File: config.mk
export PLATFORM = sky130hd
export DESIGN_NAME = text_substring_matcher_flat
export DESIGN_NICKNAME = d
export VERILOG_FILES = /design/src/hw/rtl/tsm_pkg.sv /design/src/hw/rtl/tsm_if.sv /design/src/hw/rtl/text_substring_matcher.sv /design/src/hw/rtl/tsm_cfg.sv /design/src/hw/rtl/tsm_cell.sv /design/src/flat_wrapper.sv
export SDC_FILE = /design/constraint.sdc
export NUM_CORES = 2
export LEC_CHECK = 0
export BUFFER_PORTS_ARGS = -buffer_cell sky130_fd_sc_hd__clkbuf_2
export CAP_MARGIN = 20
export CORE_MARGIN = 4
export CORE_UTILIZATION = 45
export DETAILED_ROUTE_END_ITERATION = 10
export PLACE_DENSITY_LB_ADDON = 0.05
export SYNTH_ARGS = -nofsm -noshare
export SYNTH_HDL_FRONTEND = slang
export SYNTH_HIERARCHICAL = 1
export SYNTH_SLANG_ARGS = --single-unit
export TNS_END_PERCENT = 10
File: constraint.sdc
create_clock -name clk -period 8.8 [get_ports clk]
set_clock_uncertainty 0.2 [all_clocks]
set_input_delay 0.44 -clock clk [delete_from_list [all_inputs] [get_ports clk]]
set_output_delay 0.44 -clock clk [all_outputs]
set_load 0.01 [all_outputs]
File: src/hw/rtl/tsm_pkg.sv
`timescale 1ns / 1ps
// ----------------------------------------------------------------------------
// tsm_pkg: shared constants and types of the substring matcher
// Widths, register indexes and the control struct that drives the cell row.
// ----------------------------------------------------------------------------
package tsm_pkg;

    localparam int MAX_PATTERN   = 32;
    localparam int ROW_BITS      = 16;
    localparam int COL_BITS      = 12;
    localparam int LEN_BITS      = 6;
    localparam int CHAR_BITS     = 8;
    localparam int DATA_BITS     = 64;
    localparam int IDX_BITS      = 3;
    localparam int NUM_PAT_REGS  = 4;
    localparam int PAT_IDX_BITS  = $clog2(MAX_PATTERN);

    localparam logic [IDX_BITS-1:0] REG_LENGTH = 3'd0;
    localparam logic [IDX_BITS-1:0] REG_PAT_0  = 3'd1;
    localparam logic [IDX_BITS-1:0] REG_PAT_1  = 3'd2;
    localparam logic [IDX_BITS-1:0] REG_PAT_2  = 3'd3;
    localparam logic [IDX_BITS-1:0] REG_PAT_3  = 3'd4;

    typedef logic [CHAR_BITS-1:0] char_t;
    typedef logic [MAX_PATTERN-1:0][CHAR_BITS-1:0] pat_vec_t;

    typedef struct packed {
        logic advance;
        logic clear;
    } cell_ctl_t;

endpackage

File: src/hw/rtl/tsm_if.sv
`timescale 1ns / 1ps
// ----------------------------------------------------------------------------
// tsm_if: request channels of the substring matcher
// Character stream, result stream and configuration write channel.
// ----------------------------------------------------------------------------
interface tsm_char_if;
    logic                            valid;
    logic                            ready;
    logic [tsm_pkg::CHAR_BITS-1:0]   text_byte;
    logic [tsm_pkg::ROW_BITS-1:0]    line_row;
    logic [tsm_pkg::COL_BITS-1:0]    line_col;
    logic                            search_end;

    modport source (output valid, text_byte, line_row, line_col, search_end, input ready);
    modport sink   (input valid, text_byte, line_row, line_col, search_end, output ready);
endinterface

interface tsm_result_if;
    logic                            valid;
    logic                            ready;
    logic                            match_found;
    logic [tsm_pkg::ROW_BITS-1:0]    match_row;
    logic [tsm_pkg::COL_BITS-1:0]    match_col;

    modport source (output valid, match_found, match_row, match_col, input ready);
    modport sink   (input valid, match_found, match_row, match_col, output ready);
endinterface

interface tsm_cfg_if;
    logic                            valid;
    logic                            ready;
    logic [tsm_pkg::IDX_BITS-1:0]    index;
    logic [tsm_pkg::DATA_BITS-1:0]   data;

    modport source (output valid, index, data, input ready);
    modport sink   (input valid, index, data, output ready);
endinterface

File: src/hw/rtl/text_substring_matcher.sv
`timescale 1ns / 1ps
// ----------------------------------------------------------------------------
// text_substring_matcher: streaming first-match substring search
// Row of character cells compared in parallel against the aligned pattern.
// ----------------------------------------------------------------------------
// Throughput: one character request per cycle while no held result waits for result.ready.
// Output: a result is registered on the cycle its character is accepted and
//   is offered in the cycle after, from the single output register.
// Reset: pattern length and bytes, window, found flag and output go to zero.
// ----------------------------------------------------------------------------
module text_substring_matcher
(
    input  logic          clk,
    input  logic          rst_n,
    tsm_char_if.sink      char_stream,
    tsm_result_if.source  result,
    tsm_cfg_if.sink       cfg
);

    logic [tsm_pkg::LEN_BITS-1:0]    pattern_len;
    logic                            len_ok;
    tsm_pkg::pat_vec_t               aligned;
    logic [tsm_pkg::MAX_PATTERN-1:0] lane_en;
    logic [tsm_pkg::MAX_PATTERN-1:0] lane_ok;
    tsm_pkg::char_t                  chain [tsm_pkg::MAX_PATTERN+1];
    tsm_pkg::cell_ctl_t              ctl;

    logic                            in_fire;
    logic [tsm_pkg::LEN_BITS-1:0]    len_m1;
    logic [tsm_pkg::COL_BITS-1:0]    len_m1_col;
    logic                            col_ok;
    logic                            hit;
    logic                            miss_done;
    logic                            emit;

    logic                            found_reg;
    logic                            found_next;
    logic                            out_valid_reg;
    logic                            out_valid_next;
    logic                            out_found_reg;
    logic                            out_found_next;
    logic [tsm_pkg::ROW_BITS-1:0]    out_row_reg;
    logic [tsm_pkg::ROW_BITS-1:0]    out_row_next;
    logic [tsm_pkg::COL_BITS-1:0]    out_col_reg;
    logic [tsm_pkg::COL_BITS-1:0]    out_col_next;

    tsm_cfg u_cfg
    (
        .clk         (clk),
        .rst_n       (rst_n),
        .cfg         (cfg),
        .pattern_len (pattern_len),
        .len_ok      (len_ok),
        .aligned     (aligned),
        .lane_en     (lane_en)
    );

    assign char_stream.ready = !out_valid_reg || result.ready;
    assign in_fire           = char_stream.valid && char_stream.ready;
    assign ctl.advance       = in_fire;
    assign ctl.clear         = in_fire && char_stream.search_end;
    assign chain[0]          = char_stream.text_byte;

    genvar g;
    generate
        for (g = 0; g < tsm_pkg::MAX_PATTERN; g++)
        begin : g_cell
            tsm_cell u_cell
            (
                .clk         (clk),
                .rst_n       (rst_n),
                .ctl         (ctl),
                .shift_in    (chain[g]),
                .expect_char (aligned[g]),
                .lane_en     (lane_en[g]),
                .char_out    (chain[g+1]),
                .lane_ok     (lane_ok[g])
            );
        end
    endgenerate

    assign len_m1     = pattern_len - tsm_pkg::LEN_BITS'(1);
    assign len_m1_col = {{(tsm_pkg::COL_BITS-tsm_pkg::LEN_BITS){1'b0}}, len_m1};
    assign col_ok     = char_stream.line_col >= len_m1_col;
    assign hit        = in_fire && len_ok && col_ok && (&lane_ok) && !found_reg;
    assign miss_done  = in_fire && char_stream.search_end && !found_reg && !hit;
    assign emit       = hit || miss_done;

    always_comb
    begin
        found_next = found_reg;
        if (in_fire)
        begin
            found_next = char_stream.search_end ? 1'b0 : (found_reg || hit);
        end
    end

    always_comb
    begin
        out_valid_next = out_valid_reg;
        out_found_next = out_found_reg;
        out_row_next   = out_row_reg;
        out_col_next   = out_col_reg;
        if (emit)
        begin
            out_valid_next = 1'b1;
            out_found_next = hit;
            out_row_next   = hit ? char_stream.line_row : '0;
            out_col_next   = hit ? (char_stream.line_col - len_m1_col) : '0;
        end
        else if (result.ready)
        begin
            out_valid_next = 1'b0;
        end
    end

    always_ff @(posedge clk or negedge rst_n)
    begin
        if (!rst_n)
        begin
            found_reg     <= 1'b0;
            out_valid_reg <= 1'b0;
            out_found_reg <= 1'b0;
            out_row_reg   <= '0;
            out_col_reg   <= '0;
        end
        else
        begin
            found_reg     <= found_next;
            out_valid_reg <= out_valid_next;
            out_found_reg <= out_found_next;
            out_row_reg   <= out_row_next;
            out_col_reg   <= out_col_next;
        end
    end

    assign result.valid       = out_valid_reg;
    assign result.match_found = out_found_reg;
    assign result.match_row   = out_row_reg;
    assign result.match_col   = out_col_reg;

    a_no_overwrite: assert property (@(posedge clk) disable iff (!rst_n)
        (out_valid_reg && !result.ready) |-> !emit)
        else $error("result overwritten while held");

    a_end_clears: assert property (@(posedge clk) disable iff (!rst_n)
        (in_fire && char_stream.search_end) |=> !found_reg)
        else $error("found flag survived search end");

    a_miss_zero: assert property (@(posedge clk) disable iff (!rst_n)
        (out_valid_reg && !out_found_reg) |-> (out_row_reg == '0 && out_col_reg == '0))
        else $error("not-found result carries position");

    a_hit_sets: assert property (@(posedge clk) disable iff (!rst_n)
        (hit && !char_stream.search_end) |=> found_reg)
        else $error("match did not set found flag");

endmodule

File: src/hw/rtl/tsm_cfg.sv
`timescale 1ns / 1ps
// ----------------------------------------------------------------------------
// tsm_cfg: pattern registers
// Holds pattern length and bytes; presents the pattern aligned to the window.
// ----------------------------------------------------------------------------
module tsm_cfg
(
    input  logic                            clk,
    input  logic                            rst_n,
    tsm_cfg_if.sink                         cfg,
    output logic [tsm_pkg::LEN_BITS-1:0]    pattern_len,
    output logic                            len_ok,
    output tsm_pkg::pat_vec_t               aligned,
    output logic [tsm_pkg::MAX_PATTERN-1:0] lane_en
);

    logic [tsm_pkg::LEN_BITS-1:0]                            len_reg;
    logic [tsm_pkg::LEN_BITS-1:0]                            len_next;
    logic [tsm_pkg::NUM_PAT_REGS-1:0][tsm_pkg::DATA_BITS-1:0] pat_reg;
    logic [tsm_pkg::NUM_PAT_REGS-1:0][tsm_pkg::DATA_BITS-1:0] pat_next;
    tsm_pkg::pat_vec_t                                       pat_bytes;

    assign cfg.ready = 1'b1;

    always_comb
    begin
        len_next = len_reg;
        pat_next = pat_reg;
        if (cfg.valid)
        begin
            case (cfg.index)
                tsm_pkg::REG_LENGTH: len_next    = cfg.data[tsm_pkg::LEN_BITS-1:0];
                tsm_pkg::REG_PAT_0:  pat_next[0] = cfg.data;
                tsm_pkg::REG_PAT_1:  pat_next[1] = cfg.data;
                tsm_pkg::REG_PAT_2:  pat_next[2] = cfg.data;
                tsm_pkg::REG_PAT_3:  pat_next[3] = cfg.data;
                default: ;
            endcase
        end
    end

    always_ff @(posedge clk or negedge rst_n)
    begin
        if (!rst_n)
        begin
            len_reg <= '0;
            pat_reg <= '0;
        end
        else
        begin
            len_reg <= len_next;
            pat_reg <= pat_next;
        end
    end

    assign pat_bytes   = pat_reg;
    assign pattern_len = len_reg;
    assign len_ok      = (len_reg != '0) &&
                         (len_reg <= tsm_pkg::LEN_BITS'(tsm_pkg::MAX_PATTERN));

    // Lane k sees the byte that arrived k items ago: pattern byte len-1-k.
    always_comb
    begin
        logic [tsm_pkg::LEN_BITS-1:0] idx;
        for (int k = 0; k < tsm_pkg::MAX_PATTERN; k++)
        begin
            idx        = len_reg - tsm_pkg::LEN_BITS'(k) - tsm_pkg::LEN_BITS'(1);
            aligned[k] = pat_bytes[idx[tsm_pkg::PAT_IDX_BITS-1:0]];
            lane_en[k] = len_ok && (tsm_pkg::LEN_BITS'(k) < len_reg);
        end
    end

endmodule

File: src/hw/rtl/tsm_cell.sv
`timescale 1ns / 1ps
// ----------------------------------------------------------------------------
// tsm_cell: one window position
// Holds one character, passes it on, and compares the incoming one.
// ----------------------------------------------------------------------------
module tsm_cell
(
    input  logic               clk,
    input  logic               rst_n,
    input  tsm_pkg::cell_ctl_t ctl,
    input  tsm_pkg::char_t     shift_in,
    input  tsm_pkg::char_t     expect_char,
    input  logic               lane_en,
    output tsm_pkg::char_t     char_out,
    output logic               lane_ok
);

    tsm_pkg::char_t char_reg;
    tsm_pkg::char_t char_next;

    always_comb
    begin
        char_next = char_reg;
        if (ctl.advance)
        begin
            char_next = ctl.clear ? '0 : shift_in;
        end
    end

    always_ff @(posedge clk or negedge rst_n)
    begin
        if (!rst_n)
        begin
            char_reg <= '0;
        end
        else
        begin
            char_reg <= char_next;
        end
    end

    assign char_out = char_reg;
    assign lane_ok  = !lane_en || (shift_in == expect_char);

endmodule

File: src/flat_wrapper.sv
// flat-port wrapper written by rule: the top's interface ports become plain ports
module text_substring_matcher_flat 
  (clk, rst_n, char_stream_valid, char_stream_text_byte, char_stream_line_row, char_stream_line_col, char_stream_search_end, char_stream_ready, result_valid, result_match_found, result_match_row, result_match_col, result_ready, cfg_valid, cfg_index, cfg_data, cfg_ready);
  tsm_char_if char_stream_i ();
  tsm_result_if result_i ();
  tsm_cfg_if cfg_i ();
  input  logic clk;
  input  logic rst_n;
  input wire logic [$bits(char_stream_i.valid)-1:0] char_stream_valid;
  input wire logic [$bits(char_stream_i.text_byte)-1:0] char_stream_text_byte;
  input wire logic [$bits(char_stream_i.line_row)-1:0] char_stream_line_row;
  input wire logic [$bits(char_stream_i.line_col)-1:0] char_stream_line_col;
  input wire logic [$bits(char_stream_i.search_end)-1:0] char_stream_search_end;
  output wire logic [$bits(char_stream_i.ready)-1:0] char_stream_ready;
  output wire logic [$bits(result_i.valid)-1:0] result_valid;
  output wire logic [$bits(result_i.match_found)-1:0] result_match_found;
  output wire logic [$bits(result_i.match_row)-1:0] result_match_row;
  output wire logic [$bits(result_i.match_col)-1:0] result_match_col;
  input wire logic [$bits(result_i.ready)-1:0] result_ready;
  input wire logic [$bits(cfg_i.valid)-1:0] cfg_valid;
  input wire logic [$bits(cfg_i.index)-1:0] cfg_index;
  input wire logic [$bits(cfg_i.data)-1:0] cfg_data;
  output wire logic [$bits(cfg_i.ready)-1:0] cfg_ready;
  assign char_stream_i.valid = char_stream_valid;
  assign char_stream_i.text_byte = char_stream_text_byte;
  assign char_stream_i.line_row = char_stream_line_row;
  assign char_stream_i.line_col = char_stream_line_col;
  assign char_stream_i.search_end = char_stream_search_end;
  assign char_stream_ready = char_stream_i.ready;
  assign result_valid = result_i.valid;
  assign result_match_found = result_i.match_found;
  assign result_match_row = result_i.match_row;
  assign result_match_col = result_i.match_col;
  assign result_i.ready = result_ready;
  assign cfg_i.valid = cfg_valid;
  assign cfg_i.index = cfg_index;
  assign cfg_i.data = cfg_data;
  assign cfg_ready = cfg_i.ready;
  text_substring_matcher u_core (.clk(clk), .rst_n(rst_n), .char_stream(char_stream_i), .result(result_i), .cfg(cfg_i));
endmodule
==> summary.md <==
| Metric | Value |
|---|---|
| Crit Reg-Reg Endpoint | u_core/result.match_row[7] |
| Cells on worst reg2reg path | 18 |
| Syn nets | 3,927 |
| Global-route wire length before repair | 252,000 µm |
| GRT Max-Usage Layer | met1 |
| Vias in the first global route | 33.2k |
| Maxcap violations | 0 |
| Fin crit period | 8.01 ns |
| Max IR drop VDD | 0.000167 V |
| Required time worst endpoint | 9.16 ns |
| CTS buffer count | 69 |
| Synth warn | 6 |
| Power per cell area | 373 mW/mm² |
| Fillers | 8,549 |
| R2R setup slack | 0.79 ns |
| Initial Utilization | 45.6% |
| # DRC | 0 |
| # IOs | 141 |
| Hold path start | char_stream_line_col[1] |
| Crit. Startpoint | u_core/u_cfg/pattern_len[1] |
| H-Tree Depth | 3 |
| Fmax | 125 MHz |
| Vias/cell | 6.67 |
| Mapped Area | 0.0444 mm² |
| Layout cells sized above 1 | 37.2% |
| Delay of the slowest critical-path stage | 0.85 ns |
| CTS tree | yes |
| Die ar. | 0.104 mm² |
| Initial antenna violation count | 18 |
| Max_slew headroom | 21.4% |
| Clock Pin Slew Worst Setup and Hold Paths | 0.06 ns |
| Vias post-DR | 35.1k |
| Number of nets in the layout | 4,059 |
| Site row count | 114 |
| DIE WIDTH | 322 µm |
| Fin. max-slew vios | 0 |
| Post-placement cell count | 5,038 |
| M1 GR Usage | 50.2% |
| Wire per inst | 33.8 µm |
| Area Overhead vs Synth | 11.6% |
| TNS Setup | 0 ns |
| Worst-path fanout max | 29 |
| Remaining global-route overflow | 0 |
| Met2 usage | 47.5% |
| HP Class | in2reg |
| Outcome | complete, no violations |
| Post-Layout Cell Count | 5,262 |
| First-pass DRT Iterations | 5 |
| CP Cell Sequence | inv_1 > ha_1 > a21boi_1 > xnor2_2 > buf_4 > mux2i_1 > mux2i_2 > o22ai_1 > a211oi_1 > xnor2_1 > nand4_1 > o21ai_1 > nand4_1 > nor4_1 > nand4_1 > nor4_4 > buf_4 > mux2i_1 |
| Cell Area, Placed | 0.0463 mm² |
| WP data arrival | 8.37 ns |
| Largest net degree at the start of global routing | 151 |
| IO buf count | 139 |
| Synth Area per Inst | 11.7 µm² |
| Critical Path Most Common Cell | nand4_1 |
| DRT iter0 DRCs | 4,898 |
| Slowest cell on the critical path | mux2i_2 |
| Routability congestion estimate | 1.04 |
| Worst-Skew Late Latency | 0.66 ns |
| Cell class contributing the biggest share of worst-path delay | simple AND/OR/NAND/NOR gates |
| Hold Path Depth | 4 |
| Worst-margin pin slew | 1.18 ns |
| Total wire length | 178,000 µm |
| Clock sink count | 541 |
| Final hold vios | 0 |
| CTS root buf | clkbuf_16 |
| CP Buf/Inv Count | 3 |
| Post-synthesis cell count | 3,796 |
| Met3 GRT Util | 11.9% |
| FF+latch area | 0.0135 mm² |
| Period utilisation layout | 91.0% |
| Leak Pwr | 0.0193 µW |
| Worst R2R Start | u_core/u_cfg/pattern_len[1] |
| Final setup fails | 0 |
| Die height | 322 µm |
| GRT Total Usage | 34.2% |
| Dpl hpwl | 136,000 µm |
| RSZ-0062 raised after global routing | no |
| Multi-input gate area | 0.0287 mm² |
| CTS Buffer Depth | 3 |
| Detail Route Antenna Nets | 0 |
| Crit Path Class | reg2reg |
| Crit path launch type | flop |
| Sink of the worst hold path | u_core/result.match_col[1] |
| Element type at the critical path end | flop |
| Final instance area | 0.0496 mm² |
| CTS-repair resized insts | 0 |
| Core outline area | 0.0973 mm² |
| Number of flip-flops in the largest register | 256 |
==> repair_timing <==
item | in CTS | in global routing
hold buffers | 95 | 0
buffers inserted | 0 | 0
hold endpoints to repair | 364 | 0
==> cells in the final DEF (no fill, tap or decap), drive strengths merged, types with 2 or more instances in the layout <==
cell,instances
xor2,13
clkinvlp,4
o21ai,314
nand4,71
nand2,499
nor2,35
clkbuf,232
o22ai,8
mux4,544
buf,77
a21oi,42
nand3,8
or3,6
nor4,3
a31oi,3
nor3,7
clkinv,14
and3,6
dfrtp,541
ha,21
o21a,4
a31o,2
and3b,2
inv,291
diode,10
nand2b,4
a21boi,5
mux2i,104
mux2,440
a21o,2
xnor2,283
nand3b,249
bufinv,4
a211oi,17
dlygate4sd3,95
nor2b,11
==> worst max-delay path by stage <==
stage               cells after the start  slack (ns)                          end
floorplan                               7        2.10   u_core/result.match_col[1]
global placement                       18        0.83  u_core/result.match_row[13]
detailed placement                     18        1.14   u_core/result.match_row[5]
CTS                                    18        1.13   u_core/result.match_col[5]
global route                           18        0.95   u_core/result.match_col[5]
finish                                 18        0.79   u_core/result.match_row[7]
==> through the flow <==
stage	total power (µW)	hold WS, ns	setup WS [ns]	util (%)
after global placement	15000	0.262	0.830	47.6
after detailed placement	15200	0.266	1.14	47.6
after global routing	19100	0.0406	0.954	50.9
final	18500	0.0331	0.791	50.9
after floorplan	11100	-0.0556	2.10	-
after CTS	18200	0.00152	1.13	50.9
==> cell type report <==
| cell class | instances | area share, % |
|---|---|---|
| Sequential cell | 541 | 27.3 |
| Clock buffer | 94 | 3.94 |
| Clock inverter | 25 | 0.644 |
| Timing Repair Buffer | 310 | 4.68 |
| Antenna cell | 10 | 0.0505 |
| Multi-Input combinational cell | 2718 | 57.9 |
| Tap cell | 1276 | 3.22 |
| Inverter | 288 | 2.19 |
==> metal layers <==
metal  vias to the layer above  part of all wire [%]
li1                      14375                     -
met1                     18319                    42
met2                      2126                    42
met3                       276                    13
met4                         2                   3.5
met5                         -                0.0073
==> tightest hold or removal path: stages <==
cell and delay, ns:
clkbuf_2 0.10, inv_1 0.07, fa_1 0.16, mux2i_1 0.07
==> report_power, final <==
group	leakage [µW]	switching [µW]	internal, µW
registers	0.00697	736	2860
clock network	0.00110	1210	1680
logic	0.0112	6790	5230
Power figures use the tool's default switching activity.
